[src/rtl/rmsc_pkg.sv]
// ----------------------------------------------------------------------------
// rmsc_pkg
// Shared types and constants of the RGB matrix scan controller: command
// codes, register indexes, color phases and the bundles between its units.
// ----------------------------------------------------------------------------
package rmsc_pkg;

    // Command codes of the input channel
    localparam logic [1:0] CMD_SET_PIXEL = 2'd0;
    localparam logic [1:0] CMD_CLEAR     = 2'd1;
    localparam logic [1:0] CMD_RENDER    = 2'd2;

    // Register indexes (word address on the APB port)
    localparam logic [1:0] REG_RED_TIME   = 2'd0;
    localparam logic [1:0] REG_GREEN_TIME = 2'd1;
    localparam logic [1:0] REG_BLUE_TIME  = 2'd2;

    // Register reset values
    localparam logic [15:0] RED_TIME_RST   = 16'd100;
    localparam logic [15:0] GREEN_TIME_RST = 16'd70;
    localparam logic [15:0] BLUE_TIME_RST  = 16'd60;

    // Color phases of one row, in scan order
    localparam logic [1:0] PH_RED   = 2'd0;
    localparam logic [1:0] PH_BLUE  = 2'd1;
    localparam logic [1:0] PH_GREEN = 2'd2;

    // Frame geometry and active-low values
    localparam int          APB_AW    = 4;
    localparam logic [2:0]  ROW_LAST  = 3'd7;
    localparam logic [7:0]  OFF_BYTE  = 8'hFF;
    localparam logic [23:0] ROW_OFF   = 24'hFF_FFFF;

    // Dwell times from the register file
    typedef struct packed {
        logic [15:0] red_time;
        logic [15:0] green_time;
        logic [15:0] blue_time;
    } t_cfg;

    // Access bundle from the sequencer to the frame store
    typedef struct packed {
        logic        rd_en;
        logic [2:0]  rd_row;
        logic        wr_en;
        logic [2:0]  wr_row;
        logic [23:0] wr_data;
        logic        clear;
    } t_fs_req;

    // One scan word
    typedef struct packed {
        logic [7:0]  first_byte;
        logic [7:0]  second_byte;
        logic [7:0]  third_byte;
        logic [7:0]  row_select;
        logic [15:0] dwell_time;
        logic        last_of_frame;
    } t_scan_word;

endpackage

[src/rtl/rmsc_cmd_if.sv]
// ----------------------------------------------------------------------------
// rmsc_cmd_if
// Command channel: valid/ready handshake with one command beat.
// ----------------------------------------------------------------------------
interface rmsc_cmd_if;
    logic       valid;
    logic       ready;
    logic [1:0] command;
    logic [2:0] column;
    logic [2:0] row;
    logic       red_on;
    logic       green_on;
    logic       blue_on;

    modport source (
        output valid, command, column, row, red_on, green_on, blue_on,
        input  ready
    );
    modport sink (
        input  valid, command, column, row, red_on, green_on, blue_on,
        output ready
    );
endinterface

[src/rtl/rmsc_scan_if.sv]
// ----------------------------------------------------------------------------
// rmsc_scan_if
// Scan word channel: valid/ready handshake with one scan word per beat.
// ----------------------------------------------------------------------------
interface rmsc_scan_if;
    logic        valid;
    logic        ready;
    logic [7:0]  first_byte;
    logic [7:0]  second_byte;
    logic [7:0]  third_byte;
    logic [7:0]  row_select;
    logic [15:0] dwell_time;
    logic        last_of_frame;

    modport source (
        output valid, first_byte, second_byte, third_byte, row_select,
               dwell_time, last_of_frame,
        input  ready
    );
    modport sink (
        input  valid, first_byte, second_byte, third_byte, row_select,
               dwell_time, last_of_frame,
        output ready
    );
endinterface

[src/rtl/rmsc_cfg_regs.sv]
// ----------------------------------------------------------------------------
// rmsc_cfg_regs
// APB register file holding the red, green and blue dwell times.
// ----------------------------------------------------------------------------
module rmsc_cfg_regs
    import rmsc_pkg::*;
(
    input  logic              i_clk,
    input  logic              i_rst_n,
    input  logic              psel,
    input  logic              penable,
    input  logic              pwrite,
    input  logic [APB_AW-1:0] paddr,
    input  logic [31:0]       pwdata,
    output logic [31:0]       prdata,
    output logic              pready,
    output t_cfg              o_cfg
);

    logic [15:0] r_red_time;
    logic [15:0] r_green_time;
    logic [15:0] r_blue_time;
    logic        wr_acc;
    logic [1:0]  reg_idx;

    assign pready  = 1'b1;
    assign reg_idx = paddr[3:2];
    assign wr_acc  = psel && penable && pwrite;

    // Write the addressed register in the access phase
    always_ff @(posedge i_clk) begin
        if (!i_rst_n) begin
            r_red_time   <= RED_TIME_RST;
            r_green_time <= GREEN_TIME_RST;
            r_blue_time  <= BLUE_TIME_RST;
        end else if (wr_acc) begin
            case (reg_idx)
                REG_RED_TIME:   r_red_time   <= pwdata[15:0];
                REG_GREEN_TIME: r_green_time <= pwdata[15:0];
                REG_BLUE_TIME:  r_blue_time  <= pwdata[15:0];
                default: ;
            endcase
        end
    end

    // Return the addressed register on a read
    always_comb begin
        case (reg_idx)
            REG_RED_TIME:   prdata = {16'd0, r_red_time};
            REG_GREEN_TIME: prdata = {16'd0, r_green_time};
            REG_BLUE_TIME:  prdata = {16'd0, r_blue_time};
            default:        prdata = 32'd0;
        endcase
    end

    assign o_cfg.red_time   = r_red_time;
    assign o_cfg.green_time = r_green_time;
    assign o_cfg.blue_time  = r_blue_time;

endmodule

[src/rtl/rmsc_frame_store.sv]
// ----------------------------------------------------------------------------
// rmsc_frame_store
// Eight-row frame memory with a registered read. A row that was not
// written since reset or the last clear reads as all ones (every LED off).
// ----------------------------------------------------------------------------
module rmsc_frame_store
    import rmsc_pkg::*;
(
    input  logic        i_clk,
    input  logic        i_rst_n,
    input  t_fs_req     i_req,
    output logic [23:0] o_rd_data
);

    logic [23:0] r_mem [8];
    logic [7:0]  r_row_vld;
    logic [23:0] r_rd_data;
    logic        r_rd_vld;

    // Write port
    always_ff @(posedge i_clk) begin
        if (i_req.wr_en) begin
            r_mem[i_req.wr_row] <= i_req.wr_data;
        end
    end

    // Read port, registered
    always_ff @(posedge i_clk) begin
        if (i_req.rd_en) begin
            r_rd_data <= r_mem[i_req.rd_row];
        end
    end

    // Track written rows; clear drops them all at once
    always_ff @(posedge i_clk) begin
        if (!i_rst_n) begin
            r_row_vld <= 8'd0;
            r_rd_vld  <= 1'b0;
        end else begin
            if (i_req.clear) begin
                r_row_vld <= 8'd0;
            end else if (i_req.wr_en) begin
                r_row_vld[i_req.wr_row] <= 1'b1;
            end
            if (i_req.rd_en) begin
                r_rd_vld <= r_row_vld[i_req.rd_row];
            end
        end
    end

    assign o_rd_data = r_rd_vld ? r_rd_data : ROW_OFF;

endmodule

[src/rtl/rmsc_scan_seq.sv]
// ----------------------------------------------------------------------------
// rmsc_scan_seq
// Command sequencer: read-modify-write for set pixel, clear, and the row and
// color walk of a render into a registered scan word output.
// ----------------------------------------------------------------------------
module rmsc_scan_seq
    import rmsc_pkg::*;
(
    input  logic               i_clk,
    input  logic               i_rst_n,
    rmsc_cmd_if.sink           i_cmd,
    rmsc_scan_if.source        o_scan,
    input  t_cfg               i_cfg,
    input  logic [23:0]        i_rd_data,
    output t_fs_req            o_fs_req
);

    localparam logic [1:0] ST_IDLE = 2'd0;
    localparam logic [1:0] ST_SET  = 2'd1;
    localparam logic [1:0] ST_SCAN = 2'd2;

    logic [1:0]  r_state, n_state;
    logic [2:0]  r_row, n_row;
    logic [1:0]  r_phase, n_phase;
    logic [2:0]  r_col, n_col;
    logic        r_red, n_red;
    logic        r_green, n_green;
    logic        r_blue, n_blue;
    logic        r_out_vld, n_out_vld;
    t_scan_word  r_out, n_out;

    logic        cmd_acc;
    logic        out_free;
    logic [23:0] set_word;
    t_scan_word  word;

    assign cmd_acc  = i_cmd.valid && i_cmd.ready;
    assign out_free = !r_out_vld || o_scan.ready;

    // Merge the pixel's three color bits into the row read back
    always_comb begin
        set_word                  = i_rd_data;
        set_word[{2'b10, r_col}]  = !r_red;
        set_word[{2'b01, r_col}]  = !r_green;
        set_word[{2'b00, r_col}]  = !r_blue;
    end

    // Build the scan word of the current row and phase
    always_comb begin
        word.first_byte    = OFF_BYTE;
        word.second_byte   = OFF_BYTE;
        word.third_byte    = OFF_BYTE;
        word.row_select    = 8'd1 << r_row;
        word.last_of_frame = 1'b0;
        case (r_phase)
            PH_RED: begin
                word.first_byte = i_rd_data[23:16];
                word.dwell_time = i_cfg.red_time;
            end
            PH_BLUE: begin
                word.second_byte = i_rd_data[7:0];
                word.dwell_time  = i_cfg.blue_time;
            end
            PH_GREEN: begin
                word.third_byte    = i_rd_data[15:8];
                word.dwell_time    = i_cfg.green_time;
                word.last_of_frame = (r_row == ROW_LAST);
            end
            default: begin
                word.dwell_time = i_cfg.red_time;
            end
        endcase
    end

    // Next-state logic
    always_comb begin
        n_state   = r_state;
        n_row     = r_row;
        n_phase   = r_phase;
        n_col     = r_col;
        n_red     = r_red;
        n_green   = r_green;
        n_blue    = r_blue;
        n_out_vld = r_out_vld;
        n_out     = r_out;
        o_fs_req  = '0;

        // Drop the output beat once taken
        if (r_out_vld && o_scan.ready) begin
            n_out_vld = 1'b0;
        end

        case (r_state)
            ST_IDLE: begin
                if (cmd_acc) begin
                    case (i_cmd.command)
                        CMD_SET_PIXEL: begin
                            o_fs_req.rd_en  = 1'b1;
                            o_fs_req.rd_row = i_cmd.row;
                            n_row   = i_cmd.row;
                            n_col   = i_cmd.column;
                            n_red   = i_cmd.red_on;
                            n_green = i_cmd.green_on;
                            n_blue  = i_cmd.blue_on;
                            n_state = ST_SET;
                        end
                        CMD_CLEAR: begin
                            o_fs_req.clear = 1'b1;
                        end
                        CMD_RENDER: begin
                            o_fs_req.rd_en  = 1'b1;
                            o_fs_req.rd_row = 3'd0;
                            n_row   = 3'd0;
                            n_phase = PH_RED;
                            n_state = ST_SCAN;
                        end
                        default: ;
                    endcase
                end
            end
            ST_SET: begin
                o_fs_req.wr_en   = 1'b1;
                o_fs_req.wr_row  = r_row;
                o_fs_req.wr_data = set_word;
                n_state = ST_IDLE;
            end
            ST_SCAN: begin
                if (out_free) begin
                    n_out_vld = 1'b1;
                    n_out     = word;
                    case (r_phase)
                        PH_RED:  n_phase = PH_BLUE;
                        PH_BLUE: n_phase = PH_GREEN;
                        default: begin
                            // Row done: fetch the next one or finish
                            if (r_row == ROW_LAST) begin
                                n_state = ST_IDLE;
                            end else begin
                                o_fs_req.rd_en  = 1'b1;
                                o_fs_req.rd_row = r_row + 3'd1;
                                n_row   = r_row + 3'd1;
                                n_phase = PH_RED;
                            end
                        end
                    endcase
                end
            end
            default: begin
                n_state = ST_IDLE;
            end
        endcase
    end

    // Control registers
    always_ff @(posedge i_clk) begin
        if (!i_rst_n) begin
            r_state   <= ST_IDLE;
            r_out_vld <= 1'b0;
        end else begin
            r_state   <= n_state;
            r_out_vld <= n_out_vld;
        end
    end

    // Payload registers
    always_ff @(posedge i_clk) begin
        r_row   <= n_row;
        r_phase <= n_phase;
        r_col   <= n_col;
        r_red   <= n_red;
        r_green <= n_green;
        r_blue  <= n_blue;
        r_out   <= n_out;
    end

    assign i_cmd.ready          = (r_state == ST_IDLE);
    assign o_scan.valid         = r_out_vld;
    assign o_scan.first_byte    = r_out.first_byte;
    assign o_scan.second_byte   = r_out.second_byte;
    assign o_scan.third_byte    = r_out.third_byte;
    assign o_scan.row_select    = r_out.row_select;
    assign o_scan.dwell_time    = r_out.dwell_time;
    assign o_scan.last_of_frame = r_out.last_of_frame;

endmodule

[src/rtl/rgb_matrix_scan_controller.sv]
// ----------------------------------------------------------------------------
// rgb_matrix_scan_controller
// Frame store and scan word generator for an 8x8 RGB LED matrix.
// ----------------------------------------------------------------------------
// Commands arrive on i_cmd (valid/ready): set pixel, clear frame, render.
// A render produces 24 scan words on o_scan (valid/ready), per row red, blue,
// green, each with the plane byte, a one-hot row select and its dwell time;
// the 24th word has last_of_frame set. Dwell times live in three APB
// registers at byte addresses 0, 4 and 8.
// Per command: clear marks every row unwritten at once, set pixel reads then
// writes the frame memory row, and render fetches row 0, then gives one word
// per cycle while o_scan does not stall (one memory read per row feeds its
// three words) through the frame memory read register and output register.
// One command is worked at a time; i_cmd.ready is high while idle, also
// while the last scan word still waits in the output register.
// A stall on o_scan holds the output word and pauses the row walk.
// Reset turns every LED off (no clearing pass is needed) and loads the dwell
// times 100, 70 and 60.
// ----------------------------------------------------------------------------
module rgb_matrix_scan_controller
    import rmsc_pkg::*;
(
    input  logic              i_clk,
    input  logic              i_rst_n,
    rmsc_cmd_if.sink          i_cmd,
    rmsc_scan_if.source       o_scan,
    input  logic              psel,
    input  logic              penable,
    input  logic              pwrite,
    input  logic [APB_AW-1:0] paddr,
    input  logic [31:0]       pwdata,
    output logic [31:0]       prdata,
    output logic              pready
);

    t_cfg        cfg;
    t_fs_req     fs_req;
    logic [23:0] fs_rd_data;

    // Dwell time registers
    rmsc_cfg_regs u_cfg_regs (
        .i_clk   (i_clk),
        .i_rst_n (i_rst_n),
        .psel    (psel),
        .penable (penable),
        .pwrite  (pwrite),
        .paddr   (paddr),
        .pwdata  (pwdata),
        .prdata  (prdata),
        .pready  (pready),
        .o_cfg   (cfg)
    );

    // Frame memory
    rmsc_frame_store u_frame_store (
        .i_clk     (i_clk),
        .i_rst_n   (i_rst_n),
        .i_req     (fs_req),
        .o_rd_data (fs_rd_data)
    );

    // Command sequencer and output register
    rmsc_scan_seq u_scan_seq (
        .i_clk     (i_clk),
        .i_rst_n   (i_rst_n),
        .i_cmd     (i_cmd),
        .o_scan    (o_scan),
        .i_cfg     (cfg),
        .i_rd_data (fs_rd_data),
        .o_fs_req  (fs_req)
    );

endmodule

[src/flat_wrapper.sv]
// flat-port wrapper written by rule: the top's interface ports become plain ports
module rgb_matrix_scan_controller_flat import rmsc_pkg::*;
  (i_clk, i_rst_n, psel, penable, pwrite, paddr, pwdata, prdata, pready, i_cmd_valid, i_cmd_command, i_cmd_column, i_cmd_row, i_cmd_red_on, i_cmd_green_on, i_cmd_blue_on, i_cmd_ready, o_scan_valid, o_scan_first_byte, o_scan_second_byte, o_scan_third_byte, o_scan_row_select, o_scan_dwell_time, o_scan_last_of_frame, o_scan_ready);
  rmsc_cmd_if i_cmd_i ();
  rmsc_scan_if o_scan_i ();
  input  logic i_clk;
  input  logic i_rst_n;
  input  logic psel;
  input  logic penable;
  input  logic pwrite;
  input  logic [APB_AW-1:0] paddr;
  input  logic [31:0] pwdata;
  output logic [31:0] prdata;
  output logic pready;
  input wire logic [$bits(i_cmd_i.valid)-1:0] i_cmd_valid;
  input wire logic [$bits(i_cmd_i.command)-1:0] i_cmd_command;
  input wire logic [$bits(i_cmd_i.column)-1:0] i_cmd_column;
  input wire logic [$bits(i_cmd_i.row)-1:0] i_cmd_row;
  input wire logic [$bits(i_cmd_i.red_on)-1:0] i_cmd_red_on;
  input wire logic [$bits(i_cmd_i.green_on)-1:0] i_cmd_green_on;
  input wire logic [$bits(i_cmd_i.blue_on)-1:0] i_cmd_blue_on;
  output wire logic [$bits(i_cmd_i.ready)-1:0] i_cmd_ready;
  output wire logic [$bits(o_scan_i.valid)-1:0] o_scan_valid;
  output wire logic [$bits(o_scan_i.first_byte)-1:0] o_scan_first_byte;
  output wire logic [$bits(o_scan_i.second_byte)-1:0] o_scan_second_byte;
  output wire logic [$bits(o_scan_i.third_byte)-1:0] o_scan_third_byte;
  output wire logic [$bits(o_scan_i.row_select)-1:0] o_scan_row_select;
  output wire logic [$bits(o_scan_i.dwell_time)-1:0] o_scan_dwell_time;
  output wire logic [$bits(o_scan_i.last_of_frame)-1:0] o_scan_last_of_frame;
  input wire logic [$bits(o_scan_i.ready)-1:0] o_scan_ready;
  assign i_cmd_i.valid = i_cmd_valid;
  assign i_cmd_i.command = i_cmd_command;
  assign i_cmd_i.column = i_cmd_column;
  assign i_cmd_i.row = i_cmd_row;
  assign i_cmd_i.red_on = i_cmd_red_on;
  assign i_cmd_i.green_on = i_cmd_green_on;
  assign i_cmd_i.blue_on = i_cmd_blue_on;
  assign i_cmd_ready = i_cmd_i.ready;
  assign o_scan_valid = o_scan_i.valid;
  assign o_scan_first_byte = o_scan_i.first_byte;
  assign o_scan_second_byte = o_scan_i.second_byte;
  assign o_scan_third_byte = o_scan_i.third_byte;
  assign o_scan_row_select = o_scan_i.row_select;
  assign o_scan_dwell_time = o_scan_i.dwell_time;
  assign o_scan_last_of_frame = o_scan_i.last_of_frame;
  assign o_scan_i.ready = o_scan_ready;
  rgb_matrix_scan_controller u_core (.i_clk(i_clk), .i_rst_n(i_rst_n), .i_cmd(i_cmd_i), .o_scan(o_scan_i), .psel(psel), .penable(penable), .pwrite(pwrite), .paddr(paddr), .pwdata(pwdata), .prdata(prdata), .pready(pready));
endmodule
[config.mk]
export PLATFORM = sky130hd
export DESIGN_NAME = rgb_matrix_scan_controller_flat
export DESIGN_NICKNAME = d
export VERILOG_FILES = /design/src/rtl/rmsc_pkg.sv /design/src/rtl/rmsc_cmd_if.sv /design/src/rtl/rmsc_scan_if.sv /design/src/rtl/rmsc_cfg_regs.sv /design/src/rtl/rmsc_frame_store.sv /design/src/rtl/rmsc_scan_seq.sv /design/src/rtl/rgb_matrix_scan_controller.sv /design/src/flat_wrapper.sv
export SDC_FILE = /design/constraint.sdc
export NUM_CORES = 1
export LEC_CHECK = 0
export ABC_CLOCK_PERIOD_IN_PS = 4450
export BUFFER_PORTS_ARGS = -buffer_cell sky130_fd_sc_hd__buf_2
export CAP_MARGIN = 0
export CORE_ASPECT_RATIO = 1.1
export CORE_UTILIZATION = 59
export DETAILED_ROUTE_END_ITERATION = 10
export PLACE_DENSITY = 0.8
export SLEW_MARGIN = 15
export SYNTH_ARGS = -nofsm -noshare
export SYNTH_HDL_FRONTEND = slang
export SYNTH_SLANG_ARGS = --single-unit
[constraint.sdc]
create_clock -name i_clk -period 4.45 [get_ports i_clk]
set_input_delay 0.89 -clock i_clk [delete_from_list [all_inputs] [get_ports i_clk]]
set_output_delay 0.89 -clock i_clk [all_outputs]
set_load 0.005 [all_outputs]
* After elaboration in Yosys (flattened, before gate mapping)
Memories as Yosys holds them, arrays and structs flattened. A register that Yosys moved wholly into a read port is not among the register bits.
Cells that the tools add are included.
** Word-level totals
- RAM bits :: 192
- Memories kept :: 1
- Register bits :: 120
- Output and inout bits :: 84
** Memories
- u_core.u_frame_store.r_mem :: words 8, width 24, read ports 1, clocked after memory_dff 1, write ports 1, RTL line rmsc_frame_store.sv:15 : logic [23:0] r_mem [8];
** Cells by class
- Eq/ne operators :: 17
- $add $sub $neg :: 1
- Mux-type cells :: 49
- $lt $le $gt $ge :: 9
- Shifts and indexed selects :: 1
- Reductions and logical operators :: 28
- Bitwise gates (word level) :: 2
** Operator list (number)
- $bwmux 24 :: 3
- $pmux 16 s3 :: 1
- $pmux 16 s2 :: 1
- $mux 28 :: 1
- $mux 24 :: 1
- $mux 2 :: 8
- $mux 4 :: 4
- $pmux 2 s2 :: 4
- $pmux 4 s2 :: 2
- $mux 1 :: 13
- $demux 1 s3 :: 4
- $mux 3 :: 4
- $pmux 3 s2 :: 2
- $reduce_and 5->1 :: 2
- $eq 2x1->1 const B :: 4
- $eq 2x2->1 const B :: 4
- $logic_and 1x1->1 :: 8
- $logic_not 2->1 :: 4
- $lt 3x4->1 const B :: 2
- $ne 2x2->1 const B :: 4
- $or 8x8->8 :: 1
- $reduce_and 2->1 :: 4
- $shl 1x3->8 const A :: 1
- $ge 3x1->1 const B :: 2
- other kinds (18) :: 23

* Logic depth before layout (Yosys ltp)
Gate-level depths: netlist of the first run.
- Depth in word-level cells :: 13
- Gate-level depth with buffers :: 11
- Depth with buffers taken out :: 8

* Hierarchy
From an unflattened synthesis of the first run, not the netlist that was laid out.
** Second synthesis, totals
- Cells, all modules :: 899
- Area total of the unflattened synthesis :: 14178.6 µm²
** By module, submodules not included
- rmsc_frame_store :: sequential area each 6666.4 µm², times used 1, cells an instance 370, area each 8658.3 µm²
- rmsc_scan_seq :: sequential area each 1861.8 µm², times used 1, cells an instance 271, area each 3196.8 µm²
- rmsc_cfg_regs :: sequential area each 960.9 µm², times used 1, cells an instance 258, area each 2323.5 µm²

* Worst setup path before layout of the first run
OpenSTA, ideal clock, no wires.
- Kind :: reg2reg
- From :: register u_core.u_scan_seq.r_state[1]
- To :: memory u_core.u_frame_store.r_mem[0][0], enable pin
- Path slack :: 911 ps
- Required time :: 3981 ps
- Clock period less this slack :: 3539 ps
- Library setup time :: 469 ps
- Buffers on the path :: 1
- Stages on the path, launching flop included :: 4
- Arrival :: 3070 ps
- Cells stage by stage :: dfxtp_1 -> nand2b_1 -> clkbuf_1 -> nor4_1
** On the way
- Cells in the longest elaborated chain, start to end :: 4
** Ends and longest elaborated chain
- start: declaration :: RTL line rmsc_scan_seq.sv:22 : logic [1:0] r_state, n_state;
- start signal: assignment :: RTL line rmsc_scan_seq.sv:160 : r_state <= n_state;
- $eq 2x1->1 (*) :: RTL line rmsc_scan_seq.sv:93 : case (r_state)
- $mux 28 (*) :: RTL line rmsc_scan_seq.sv:93
- $mux 1 :: RTL line rmsc_frame_store.sv:22 : if (i_req.wr_en) begin
- $mux 1 (not written as such) :: RTL line rmsc_frame_store.sv:23 : r_mem[i_req.wr_row] <= i_req.wr_data;
- end: declaration :: RTL line rmsc_frame_store.sv:15
Every way passes the cells marked *; elsewhere a longest branch is shown, timed or not.

* Worst setup path in the final report of the first run
- From :: register u_core.u_scan_seq.r_phase[0]
- To :: register u_core.u_frame_store.r_rd_data[18], read port of u_core.u_frame_store.r_mem, data pin
** On the way
- Cells in the longest elaborated chain, start to end :: 5
- Elaborated cells on any way between the ends :: 6
- Those cells by class :: 1 x eq/ne; 3 x mux; 2 x reduce/logical
** Ends and longest elaborated chain
- start: declaration :: RTL line rmsc_scan_seq.sv:24 : logic [1:0] r_phase, n_phase;
- start signal: assignment :: RTL line rmsc_scan_seq.sv:168 : r_phase <= n_phase;
- $eq 2x1->1 / $logic_not 2->1 (equally long branches) :: RTL line rmsc_scan_seq.sv:131 : case (r_phase)
- $reduce_or 2->1 (no line) (*)
- $mux 4 (*) :: RTL line rmsc_scan_seq.sv:131
- $mux 4 (*) :: RTL line rmsc_scan_seq.sv:128 : if (out_free) begin
- $pmux 4 s2 (*) :: RTL line rmsc_scan_seq.sv:93
- end: declaration :: RTL line rmsc_frame_store.sv:17 : logic [23:0] r_rd_data;
Marks and branches as above.
A chain may end at the register's enable or synchronous reset.

==> impl_results.md, run 1 <==
- RePlAce Congestion: 0.829
- Critical Path Start Type: flop
- Final instance area: 16000 sq um
- Mapped cell area: 14200 sq um
- Worst Max-Slew Pin Slew: 1.15 ns
- Tot Pwr: 6.57 mW
- Routed Antenna Nets: 0
- Post-synthesis compound-gate area fraction: 0.0641
- Final worst slack: 0.910 ns
- CP Class: reg -> reg
- Status: finished, final reports clean
- Largest net degree at the start of global routing: 54
- RSZ-0062 raised after global routing: false
- Clock Path Buffers: 3
- Starting Density: 0.601
- Fin crit period: 3.54 ns
- Via count: 8422
- CTS tree: built
- Setup violators final: 0
- Slowest CP cell: o2bb2ai_4
- CP required: 4.70 ns
- Arr. time, crit path: 3.79 ns
- Post-Synth XOR/XNOR Area: 0
- Die area: 24700 sq um
- Vias in the first global route: 8253
- Fin. Hold Viols: 0
- Crit-path cells: inv_1 -> ha_1 -> nor2_1 -> nand4b_1 -> o2bb2ai_4 -> buf_4 -> mux2i_1 -> mux2i_1 -> mux2_2
- Syn avg cell area: 14.1 sq um
- Worst Clk Skew: 0.0119 ns
- Fill count: 1640
- Final Max Slew Viols: 0
- Area post-placement: 14900 sq um
- CP Capture Type: flop
- Seq/Total Area, Yosys: 0.669
- Maximum clock frequency: 0.282 GHz
- Gr ovfl total: 0
- Multi-input gate area: 4340 sq um
- Postcts setup bufs: 0
- Synth warnings: 0
- DP Worst Slack: 0.781 ns
- # clock sinks: 336
- Clk root buf: clkbuf_16
- Prevailing post-synth register cell: edfxtp_1
- Layout Nets: 1161
- CTS Hold Bufs: 0
- Worst path max stage delay: 0.80 ns
- TritonCTS Buffers: 35
- Pwr Density: 410 nW/um^2
- Placeable Area: 23600 sq um
- Post-CTS sizing: 0
- Worst IR Drop VDD: 341 uV
- Clk_lat worst skew: 0.50 ns
- Vias per cell: 5.89
- Mux share of post-synthesis cell area: 0.135
- Area growth from synthesis to layout: 12.9%
- Cell row count: 59
- Async S/R FF share, synth: 0
- LEAKAGE: 5.71 nW
- IO Port Bufs: 102
- Antenna violations before repair: 0
- Initial DRC count: 642
- Die Width: 150 um
- Part of the cycle the worst path needs: 0.796
- Sequential Area: 9490 sq um
- TritonRoute pass-1 iters: 5
- Worst Path Max Fanout: 22
- Post-Syn Instances: 1004
- Worst-path clk slew: 0.06 ns
- Most frequent CP cell: mux2i_1
- Total track usage: 0.246
- Slew HR: 0.233
- Synth Area in Adders: 0.00705
- Post-route insts no fill: 1429
- Die Y: 165 um
- Worst hold path class: reg -> reg
- Io pins: 138
- Synthesized flop and latch total: 336
- First-pass GRT wire length: 45.2 mm
- Final TNS setup: 0 ns
- H-tree depth: 2
- Placed insts: 1367
- Final WL: 29.8 mm
- Share of cells above drive strength 1: 0.187
- DR WL/cell: 20.9 um
- Max-cap viol count: 0
- DRC Markers: 0
- Distinct cells, synth: 46
- Post-synthesis simple-gate area fraction: 0.0903
- Detailed Place HPWL: 16.7 mm
- Largest family of logic cells by synthesized area: multiplexers
- Number of synthesized flops with an enable pin: 276
[worst max-delay path: cells and delay by family (launching register included)]
family | cells | cell delay (ns)
AO/OA/AOI/OAI | 1 | 0.80
AND/OR/NAND/NOR | 2 | 0.67
multiplexers | 3 | 0.64
buffers and inverters | 2 | 0.45
adder cells (fa/ha/maj) | 1 | 0.38
flip-flops | 1 | 0.35
[routing by layer]
layer,up-vias,routed length (um),GRT usage
li1,3887,-,-
met1,4118,12100,0.315
met2,366,15000,0.424
met3,51,2100,0.0398
met4,0,612,0.0877
met5,-,0,0
[where the power goes]
part | switching [mW] | internal [mW]
logic | 0.209 | 0.139
registers | 0.0343 | 3.44
clock network | 1.12 | 1.63
total | 1.37 | 5.21
[logic make-up after synthesis]
family / after synthesis
AOI/OAI and AO/OA: 131
DFF: 336
and+or+nand+nor: 253
adders and majority gates: 8
buffers and inverters: 86
other: 2
muxes: 188
[worst paths after layout]
kind	to	depth (start not counted)	slack [ns]	from
min reg2reg	u_core.u_frame_store.r_row_vld[1]	1	0.47	u_core.u_frame_store.r_row_vld[1]
max	u_core.u_frame_store.r_rd_data[18]	9	0.91	u_core.u_scan_seq.r_phase[0]
min	u_core.u_frame_store.r_row_vld[1]	1	0.47	u_core.u_frame_store.r_row_vld[1]
max reg2reg	u_core.u_frame_store.r_rd_data[18]	9	0.91	u_core.u_scan_seq.r_phase[0]
[state kept, by name, indices dropped and copies added (netlist names), 3 cells and up]
| register | cells |
|---|---|
| u_core.u_scan_seq.r_col | 3 |
| u_core.u_scan_seq.o_scan.third_byte | 8 |
| u_core.u_frame_store.r_rd_data | 24 |
| u_core.u_cfg_regs.r_green_time | 16 |
| u_core.u_scan_seq.o_scan.second_byte | 8 |
| u_core.u_frame_store.r_row_vld | 8 |
| u_core.u_scan_seq.o_scan.row_select | 8 |
| u_core.u_cfg_regs.r_blue_time | 16 |
| u_core.u_cfg_regs.r_red_time | 16 |
| u_core.u_scan_seq.o_scan.dwell_time | 16 |
| u_core.u_scan_seq.o_scan.first_byte | 8 |
| u_core.u_scan_seq.r_row | 3 |
| u_core.u_frame_store.r_mem | 192 |
[placed cells by master (no fill, tap or decap), drive strengths merged, types with 16 or more instances in the layout]
cell / count
nor2: 26
a21oi: 17
nor3b: 28
clkinv: 16
edfxtp: 276
a211oi: 24
mux2i: 163
conb: 17
buf: 124
o21ai: 19
dfxtp: 60
a22oi: 16
mux2: 25
nand2: 123
clkbuf: 41
a21boi: 39
nand3b: 25
[layout make-up]
class                           count  area share
Sequential cell                   336       0.592
Clock inverter                     20      0.0104
Clock buffer                       41      0.0567
Antenna cell                        1    0.000156
Multi-Input combinational cell    597       0.271
Timing Repair Buffer              124      0.0445
Inverter                            5     0.00117
Tap cell                          305      0.0238
[Yosys cell counts, types with 5 or more instances]
| cell | number | share of area |
|---|---|---|
| nor3b_1 | 28 | 0.015 |
| o21a_1 | 8 | 0.0042 |
| a21oi_1 | 17 | 0.0060 |
| inv_1 | 5 | 0.0013 |
| a22oi_1 | 16 | 0.0085 |
| buf_6 | 10 | 0.0079 |
| a211oi_1 | 24 | 0.013 |
| nor2_1 | 25 | 0.0066 |
| nand2_1 | 123 | 0.033 |
| ha_1 | 8 | 0.0071 |
| buf_2 | 8 | 0.0028 |
| mux2_2 | 25 | 0.020 |
| mux2i_1 | 163 | 0.11 |
| o21ai_0 | 19 | 0.0067 |
| and2_1 | 11 | 0.0048 |
| nor2b_1 | 7 | 0.0031 |
| nand2b_1 | 5 | 0.0022 |
| buf_4 | 18 | 0.0095 |
| nand3b_1 | 25 | 0.013 |
| clkbuf_1 | 38 | 0.010 |
| buf_1 | 6 | 0.0016 |
| nor3_1 | 6 | 0.0021 |
| nand3_1 | 11 | 0.0039 |
| dfxtp_1 | 60 | 0.085 |
| edfxtp_1 | 276 | 0.58 |
| a21boi_0 | 39 | 0.021 |
[through the flow]
stage / utilization / hold WS [ns]
floorplan: - / 0.435
global placement: 0.632 / 0.443
detailed placement: 0.632 / 0.453
CTS: 0.678 / 0.465
global route: 0.678 / 0.484
finish: 0.678 / 0.466
Power figures use the tool's default switching activity.
==> run 2, diff against run 1 <==
--- a/config.mk
+++ b/config.mk
@@ -5,13 +5,14 @@
 export SDC_FILE = /design/constraint.sdc
 export NUM_CORES = 1
 export LEC_CHECK = 0
-export ABC_CLOCK_PERIOD_IN_PS = 4450
+export ABC_AREA = 1
+export ABC_CLOCK_PERIOD_IN_PS = 3100
 export BUFFER_PORTS_ARGS = -buffer_cell sky130_fd_sc_hd__buf_2
 export CAP_MARGIN = 0
 export CORE_ASPECT_RATIO = 1.1
-export CORE_UTILIZATION = 59
+export CORE_UTILIZATION = 53
 export DETAILED_ROUTE_END_ITERATION = 10
-export PLACE_DENSITY = 0.8
+export PLACE_DENSITY = 0.75
 export SLEW_MARGIN = 15
 export SYNTH_ARGS = -nofsm -noshare
 export SYNTH_HDL_FRONTEND = slang
==> constraint.sdc (replaced) <==
create_clock -name i_clk -period 3.1 [get_ports i_clk]
set_input_delay 0.62 -clock i_clk [delete_from_list [all_inputs] [get_ports i_clk]]
set_output_delay 0.62 -clock i_clk [all_outputs]
set_load 0.005 [all_outputs]
==> run 2 against run 1 <==
  * Clock skew rose by 0.014 ns
  * Setup slack got worse by 0.62 ns
  * Register-to-register slack got worse by 0.62 ns
  * Die area rose by 11%
  * Critical endpoint is now u_core.u_frame_store.r_rd_data[8]
  * Largest power group unchanged
  * Highest routed layer unchanged
==> impl_results.md, run 2 <==
- CP required: 3.37 ns (-1.33 ns)
- Prevailing post-synth register cell: edfxtp_1
- Number of flip-flops in the largest register: 192 (unchanged)
- Largest family of logic cells by synthesized area: simple AND/OR/NAND/NOR gates
- DR WL/cell: 18.1 um (-13%)
- Post-synthesis simple-gate area fraction: 0.144 (+0.0535)
- Post-synthesis compound-gate area fraction: 0.115 (+0.0506)
- Tot Pwr: 9.34 mW (+42%)
- Number of synthesized flops with an enable pin: 276 (unchanged)
- Met2 WL: 16.3 mm (+8.6%)
- Worst path max stage delay: 0.79 ns (about the same)
- Synth top area share: 0.587 (+0.00269)
- Io pins: 138 (unchanged)
- Gr ovfl total: 0 (unchanged)
- Cell row count: 62 (+5.1%)
- Worst R2R End: u_core.u_frame_store.r_rd_data[8]
- Distinct cells, synth: 38 (-17%)
- First-pass GRT wire length: 49.6 mm (+9.8%)
- Synth warnings: 0 (unchanged)
- Share of cells above drive strength 1: 0.152 (-0.0349)
- Vias per cell: 5.56 (-5.7%)
- RePlAce Congestion: 0.848 (+2.3%)
- Highest metal layer with signal wires: met4
- Top Registers: u_core.u_frame_store.r_mem (192), u_core.u_frame_store.r_rd_data (24)
- CP Capture Type: flop
- Worst IR Drop VDD: 343 uV (+0.66%)
- TritonCTS Buffers: 34 (-2.9%)
- Antenna violations before repair: 0 (unchanged)
- Final TNS setup: 0 ns (unchanged)
- FF-to-FF setup slack: 0.29 ns (-0.62 ns)
- Comb pwr share: 0.054 (about the same)
- Largest Register: u_core.u_frame_store.r_mem
- Max-cap viol count: 0 (unchanged)
- Post-CTS sizing: 0 (unchanged)
- Worst Hold Path Cells: 1 (unchanged)
- Critical Path Start Type: flop
- Post-synth top cells: 276 x edfxtp_1, 227 x nand2_1, 169 x nor2_1, 118 x o21ai_0, 108 x inv_1
- Hold EP: u_core.u_scan_seq.r_green
- DRC Markers: 0 (unchanged)
- Int Pwr: 7.34 mW (+41%)
- H-tree depth: 2 (unchanged)
- Fin. Hold Viols: 0 (unchanged)
- CP Depth: 11 (+2)
- Commonest non-fill, non-tap cell in the layout: edfxtp_1
- Worst Path Max Fanout: 49 (+120%)
- Largest net degree at the start of global routing: 125 (+130%)
- Clk_lat worst skew: 0.51 ns (about the same)
- Vias in the first global route: 9431 (+14%)
- Layout Nets: 1472 (+27%)
- Slew HR: 0.262 (+0.0294)
- Seq/Total Area, Yosys: 0.672 (+0.00308)
- Syn avg cell area: 10.8 sq um (-24%)
- Multi-input gate area: 3870 sq um (-11%)
- Die Width: 158 um (+5.2%)
- WHS: 0.286 ns (-0.180 ns)
- Clk pwr share: 0.415 (-0.004)
- Final Max Slew Viols: 0 (unchanged)
- Status: finished, final reports clean
- Synth Area in Adders: 0.00709 (+0.0000325)
- Sequential Area: 9490 sq um (unchanged)
- Synthesized flop and latch total: 336 (unchanged)
- Area growth from synthesis to layout: 13.5%
- Arr. time, crit path: 3.08 ns (-0.71 ns)
- Fin crit period: 2.81 ns (-0.732 ns)
- Met1 WL: 12.2 mm (+1.1%)
- Worst-path clk slew: 0.06 ns (about the same)
- Worst hold path class: in -> reg
- Sequential share of power: 0.531 (+0.003)
- Most frequent CP cell: nand2_1
- Die area: 27300 sq um (+11%)
- Starting Density: 0.540 (-0.0604)
- Crit-path cells: buf_4 -> inv_1 -> ha_1 -> inv_1 -> o21ai_4 -> inv_2 -> nor2_1 -> o21ai_1 -> nand2_1 -> nand2_1 -> nand2_1
- Clock Path Buffers: 3 (unchanged)
- Pwr Density: 583 nW/um^2 (+42%)
- Async S/R FF share, synth: 0 (unchanged)
- Worst Hold Launch: i_cmd_green_on
- CTS Hold Bufs: 0 (unchanged)
- Worst r2r src: u_core.u_scan_seq.r_row[0]
- Synth top area cells: edfxtp_1 59%, dfxtp_1 8.5%, nand2_1 6.0%
- CP top delay family: buffers and inverters
- Routed Antenna Nets: 0 (unchanged)
- Setup violators final: 0 (unchanged)
- Sw Pwr: 2.00 mW (+46%)
- Via count: 9916 (+18%)
- Synth area leader: edfxtp_1
- Clk root buf: clkbuf_16
- IO Port Bufs: 102 (unchanged)
- Mapped cell area: 14100 sq um (-0.46%)
- Final worst slack: 0.291 ns (-0.618 ns)
- Mux share of post-synthesis cell area: 0 (-0.135)
- # clock sinks: 336 (unchanged)
- Worst Max-Slew Pin Slew: 1.11 ns (-0.0432 ns)
- Worst Clk Skew: 0.0260 ns (+0.0140 ns)
- Final WL: 32.4 mm (+8.6%)
- WL met3: 2.56 mm (+22%)
- Leading cell types in the layout, fill and taps excluded: 276 x edfxtp_1, 227 x nand2_1, 161 x nor2_1, 117 x o21ai_0, 108 x inv_1
- RSZ-0062 raised after global routing: false
- Crit path buffers/inverters: 4 (+2)
- ANT cells: 0 (-1)
- Postcts setup bufs: 0 (unchanged)
- TritonRoute pass-1 iters: 5 (unchanged)
- Maximum clock frequency: 0.356 GHz (+26%)
- LEAKAGE: 5.97 nW (+4.7%)
- Part of the cycle the worst path needs: 0.906 (+0.110)
- CTS tree: built
- Total track usage: 0.240 (-0.00649)
- Worst-case reg-to-reg path depth: 11 (+2)
- Sw Ratio: 0.214 (+0.00644)
- DP Worst Slack: 0.364 ns (-0.417 ns)
- CP Class: reg -> reg
- Post-Syn Instances: 1309 (+30%)
- Slowest CP cell: inv_2
- Detailed Place HPWL: 17.9 mm (+7.3%)
- Die Y: 173 um (+5.2%)
- Post-Synth XOR/XNOR Area: 0 (unchanged)
- Most common cell in the netlist: edfxtp_1
- Initial DRC count: 847 (+32%)
- Placeable Area: 26100 sq um (+11%)
- Fill count: 2059 (+26%)
run 2: area by class of cell:
type,instances,area share
clock buffers,43,0.0571
clock inverters,16,0.00812
inverters,115,0.0271
multi-input cells,791,0.242
flip-flops and latches,336,0.592
well taps,352,0.0275
repair buffers,132,0.0467
run 2: kinds of logic (layout without fill, tap and decap cells):
group / count (synthesis) / in the layout
adders and majority gates: 8 / 8
other: 2 / 17
AOI/OAI and AO/OA: 275 / 275
buffers and inverters: 197 / 306
DFF: 336 / 336
and+or+nand+nor: 491 / 491
run 2: per-stage QoR:
step | area (sq um) | cells | util
5_1_grt | 16000 | 1785 | 0.613
3_5_place_dp | 15000 | 1726 | 0.573
4_1_cts | 16000 | 1785 | 0.613
6_report | 16000 | 1785 | 0.613
2_1_floorplan | 14200 | 1324 | -
3_3_place_gp | 15000 | 1726 | 0.573
run 2: metal layers:
layer  vias to the layer above  track usage
met1                      4687        0.291
met2                       448        0.410
li1                       4686            -
met3                        95       0.0408
met4                         0        0.117
met5                         -            0
run 2: how the worst max path moves through the flow:
stage                               startpoint                            endpoint  slack [ns]
floorplan                          i_cmd_valid       u_core.u_frame_store.r_rd_vld        0.13
global placement              i_cmd_command[0]   u_core.u_frame_store.r_rd_data[6]        0.44
detailed placement                o_scan_ready   u_core.u_frame_store.r_rd_data[6]        0.36
CTS                 u_core.u_scan_seq.r_row[0]   u_core.u_frame_store.r_rd_data[8]        0.28
global route        u_core.u_scan_seq.r_row[0]  u_core.u_frame_store.r_rd_data[12]        0.05
finish              u_core.u_scan_seq.r_row[0]   u_core.u_frame_store.r_rd_data[8]        0.29
run 2: power by group through the flow:
stage                     sequential, mW  clock (mW)  combinational, mW
final                               4.96        3.88              0.505
after global routing                4.96        4.09              0.557
after CTS                           4.96        3.92              0.500
after detailed placement            5.05           0              0.496
after global placement              5.05           0              0.482
after floorplan                     5.05           0              0.335
run 2: worst register-to-register path, cell delays in order, from the launching register on:
cell	delay, ns
edfxtp_1	0.43
buf_4	0.20
inv_1	0.21
ha_1	0.27
inv_1	0.11
o21ai_4	0.08
inv_2	0.79
nor2_1	0.15
o21ai_1	0.14
nand2_1	0.08
nand2_1	0.06
nand2_1	0.06
==> run 3, diff against run 2 <==
--- a/config.mk
+++ b/config.mk
@@ -10,9 +10,8 @@
 export BUFFER_PORTS_ARGS = -buffer_cell sky130_fd_sc_hd__buf_2
 export CAP_MARGIN = 0
 export CORE_ASPECT_RATIO = 1.1
-export CORE_UTILIZATION = 53
+export CORE_UTILIZATION = 36
 export DETAILED_ROUTE_END_ITERATION = 10
-export PLACE_DENSITY = 0.75
 export SLEW_MARGIN = 15
 export SYNTH_ARGS = -nofsm -noshare
 export SYNTH_HDL_FRONTEND = slang
==> constraint.sdc (replaced) <==
create_clock -name i_clk -period 3.1 [get_ports i_clk]
set_input_delay 0.31 -clock i_clk [delete_from_list [all_inputs] [get_ports i_clk]]
set_output_delay 0.31 -clock i_clk [all_outputs]
set_load 0.005 [all_outputs]
==> run 3 against run 2 <==
  * Flip-flop and latch count stayed put
  * Critical path type unchanged
  * Sequential power barely moved
  * Clock skew decreased by 0.011 ns
  * Routed wire length rose by 3.9%
  * Hold slack got worse by 0.25 ns
  * Clock-buffer cell count grew 4
==> impl_results.md, run 3 (synthesis results as in run 2) <==
- CTS Hold Bufs: 6 (+6)
- Routed Antenna Nets: 0 (unchanged)
- Part of the cycle the worst path needs: 0.893 (-0.0128)
- Beginning of the critical path: u_core.u_scan_seq.r_row[1]
- Comb pwr share: 0.053 (about the same)
- Arr. time, crit path: 3.04 ns (-0.04 ns)
- TritonRoute pass-1 iters: 6 (+1)
- FF-to-FF setup slack: 0.33 ns (+0.04 ns)
- Final TNS setup: 0 ns (unchanged)
- Vias in the first global route: 9243 (-2.0%)
- Starting Density: 0.368 (-0.172)
- Initial DRC count: 696 (-18%)
- Sequential share of power: 0.531 (about the same)
- Cell row count: 75 (+21%)
- Critical Path Start Type: flop
- DR WL/cell: 17.3 um (-4.6%)
- CP Capture Type: flop
- Share of cells above drive strength 1: 0.152 (+0.000226)
- Final core occ: 0.424 (-0.189)
- DP Worst Slack: 0.341 ns (-0.0234 ns)
- Placeable Area: 38400 sq um (+47%)
- Clk_lat worst skew: 0.53 ns (+0.02 ns)
- Leading cell types in the layout, fill and taps excluded: 276 x edfxtp_1, 227 x nand2_1, 161 x nor2_1, 117 x o21ai_0, 108 x inv_1
- Antenna violations before repair: 1 (+1)
- # clock sinks: 336 (unchanged)
- WHS: 0.0320 ns (-0.254 ns)
- Worst Max-Slew Pin Slew: 1.07 ns (-0.0332 ns)
- LEAKAGE: 5.99 nW (+0.36%)
- Postcts setup bufs: 0 (unchanged)
- DRC Markers: 0 (unchanged)
- Fin. Hold Viols: 0 (unchanged)
- Sw Ratio: 0.223 (+0.00817)
- Worst IR Drop VDD: 328 uV (-4.5%)
- IO Port Bufs: 102 (unchanged)
- Worst Hold Launch: pwdata[4]
- TritonCTS Buffers: 36 (+5.9%)
- Hold EP: u_core.u_cfg_regs.r_blue_time[4]
- Largest net degree at the start of global routing: 73 (-42%)
- Via count: 9653 (-2.7%)
- Worst-case reg-to-reg path depth: 12 (+1)
- Layout Nets: 1480 (+0.54%)
- Commonest non-fill, non-tap cell in the layout: edfxtp_1
- Die Width: 191 um (+21%)
- Post-CTS sizing: 0 (unchanged)
- CP required: 3.37 ns (about the same)
- Gr ovfl total: 0 (unchanged)
- Slew HR: 0.284 (+0.0222)
- CTS tree: built
- Final worst slack: 0.331 ns (+0.0396 ns)
- Sw Pwr: 2.08 mW (+4.1%)
- ANT cells: 0 (unchanged)
- Fin crit period: 2.77 ns (-0.0396 ns)
- Pwr Density: 576 nW/um^2 (-1.2%)
- Int Pwr: 7.28 mW (-0.78%)
- Sequential Area: 9490 sq um (about the same)
- Multi-input gate area: 3860 sq um (-0.19%)
- Die area: 40000 sq um (+47%)
- Fill count: 3603 (+75%)
- Max-cap viol count: 0 (unchanged)
- RePlAce Congestion: 0.813 (-4.1%)
- Worst-path clk slew: 0.06 ns (about the same)
- Final Max Slew Viols: 0 (unchanged)
- Worst Clk Skew: 0.0155 ns (-0.0105 ns)
- Status: finished, final reports clean
- Worst R2R End: u_core.u_frame_store.r_rd_data[5]
- CP Class: reg -> reg
- Area growth from synthesis to layout: 15.1%
- Worst hold path class: in -> reg
- Number of flip-flops in the largest register: 192 (unchanged)
- Maximum clock frequency: 0.361 GHz (+1.4%)
- Worst r2r src: u_core.u_scan_seq.r_row[1]
- Top Registers: u_core.u_frame_store.r_mem (192), u_core.u_frame_store.r_rd_data (24)
- Worst Hold Path Cells: 3 (+2)
- Clock Path Buffers: 3 (unchanged)
- Final instance area: 16300 sq um (+1.5%)
- Vias per cell: 4.97 (-11%)
- Worst Path Max Fanout: 72 (+47%)
- Io pins: 138 (unchanged)
- Detailed Place HPWL: 19.1 mm (+6.6%)
- Final WL: 33.6 mm (+3.9%)
- Total track usage: 0.170 (-0.0698)
- Largest Register: u_core.u_frame_store.r_mem
- Clk pwr share: 0.416 (about the same)
- First-pass GRT wire length: 51.6 mm (+4.0%)
- RSZ-0062 raised after global routing: false
- H-tree depth: 2 (unchanged)
- Area post-placement: 15200 sq um (+1.1%)
- Die Y: 210 um (+21%)
- Setup violators final: 0 (unchanged)
- Clk root buf: clkbuf_16
run 3: changes by cell type in the layout (fill, tap and decap cells not counted), sizes merged:
cell,delta
bufinv,-2
clkbuf,+4
clkinv,+1
clkinvlp,+1
dlygate4sd3,+6
inv,+1
run 3: power groups by stage:
stage / Clock, mW / Combinational (mW) / Sequential, mW
after floorplan: 0 / 0.335 / 5.05
after global placement: 0 / 0.484 / 5.06
after detailed placement: 0 / 0.492 / 5.06
after CTS: 3.99 / 0.500 / 4.97
after global routing: 4.17 / 0.558 / 4.97
final: 3.90 / 0.497 / 4.97
run 3: how the worst max path moves through the flow:
stage / depth (start not counted) / slack [ns] / end
4_1_cts: 12 / 0.32 / u_core.u_frame_store.r_rd_data[5]
2_1_floorplan: 5 / 0.18 / u_core.u_frame_store.r_rd_vld
3_5_place_dp: 12 / 0.34 / u_core.u_frame_store.r_rd_data[5]
5_1_grt: 12 / 0.06 / u_core.u_frame_store.r_rd_data[1]
6_report: 12 / 0.33 / u_core.u_frame_store.r_rd_data[5]
3_3_place_gp: 12 / 0.38 / u_core.u_frame_store.r_rd_data[1]
run 3: worst max-delay path, cell delays in order (launching register included):
cell and delay, ns:
edfxtp_1 0.41, ha_1 0.25, ha_1 0.27, nor2_1 0.13, nand4_2 0.21, nand2_4 0.28
inv_4 0.35, nor2_1 0.21, nor2_1 0.07, o21ai_1 0.11, nand2_1 0.06, nand2_1 0.07
nand2_1 0.05
run 3: cell type report:
type                    count  area share
multi-input cells         791       0.238
clock inverters            17     0.00554
repair buffers            138      0.0489
well taps                 500      0.0385
inverters                 115      0.0267
clock buffers              47      0.0592
flip-flops and latches    336       0.584
run 3: metal layers:
| layer | GRT usage | vias up | routed length, um |
|---|---|---|---|
| met5 | 0 | - | 10 |
| met4 | 0.0643 | 2 | 949 |
| met3 | 0.0291 | 60 | 1720 |
| met2 | 0.305 | 261 | 17300 |
| met1 | 0.201 | 4624 | 13700 |
| li1 | - | 4706 | - |
run 3: stage by stage:
stage / total power [mW] / std cells
6_report: 9.37 / 1944
3_5_place_dp: 5.56 / 1874
5_1_grt: 9.70 / 1944
2_1_floorplan: 5.39 / 1324
4_1_cts: 9.46 / 1944
3_3_place_gp: 5.55 / 1874
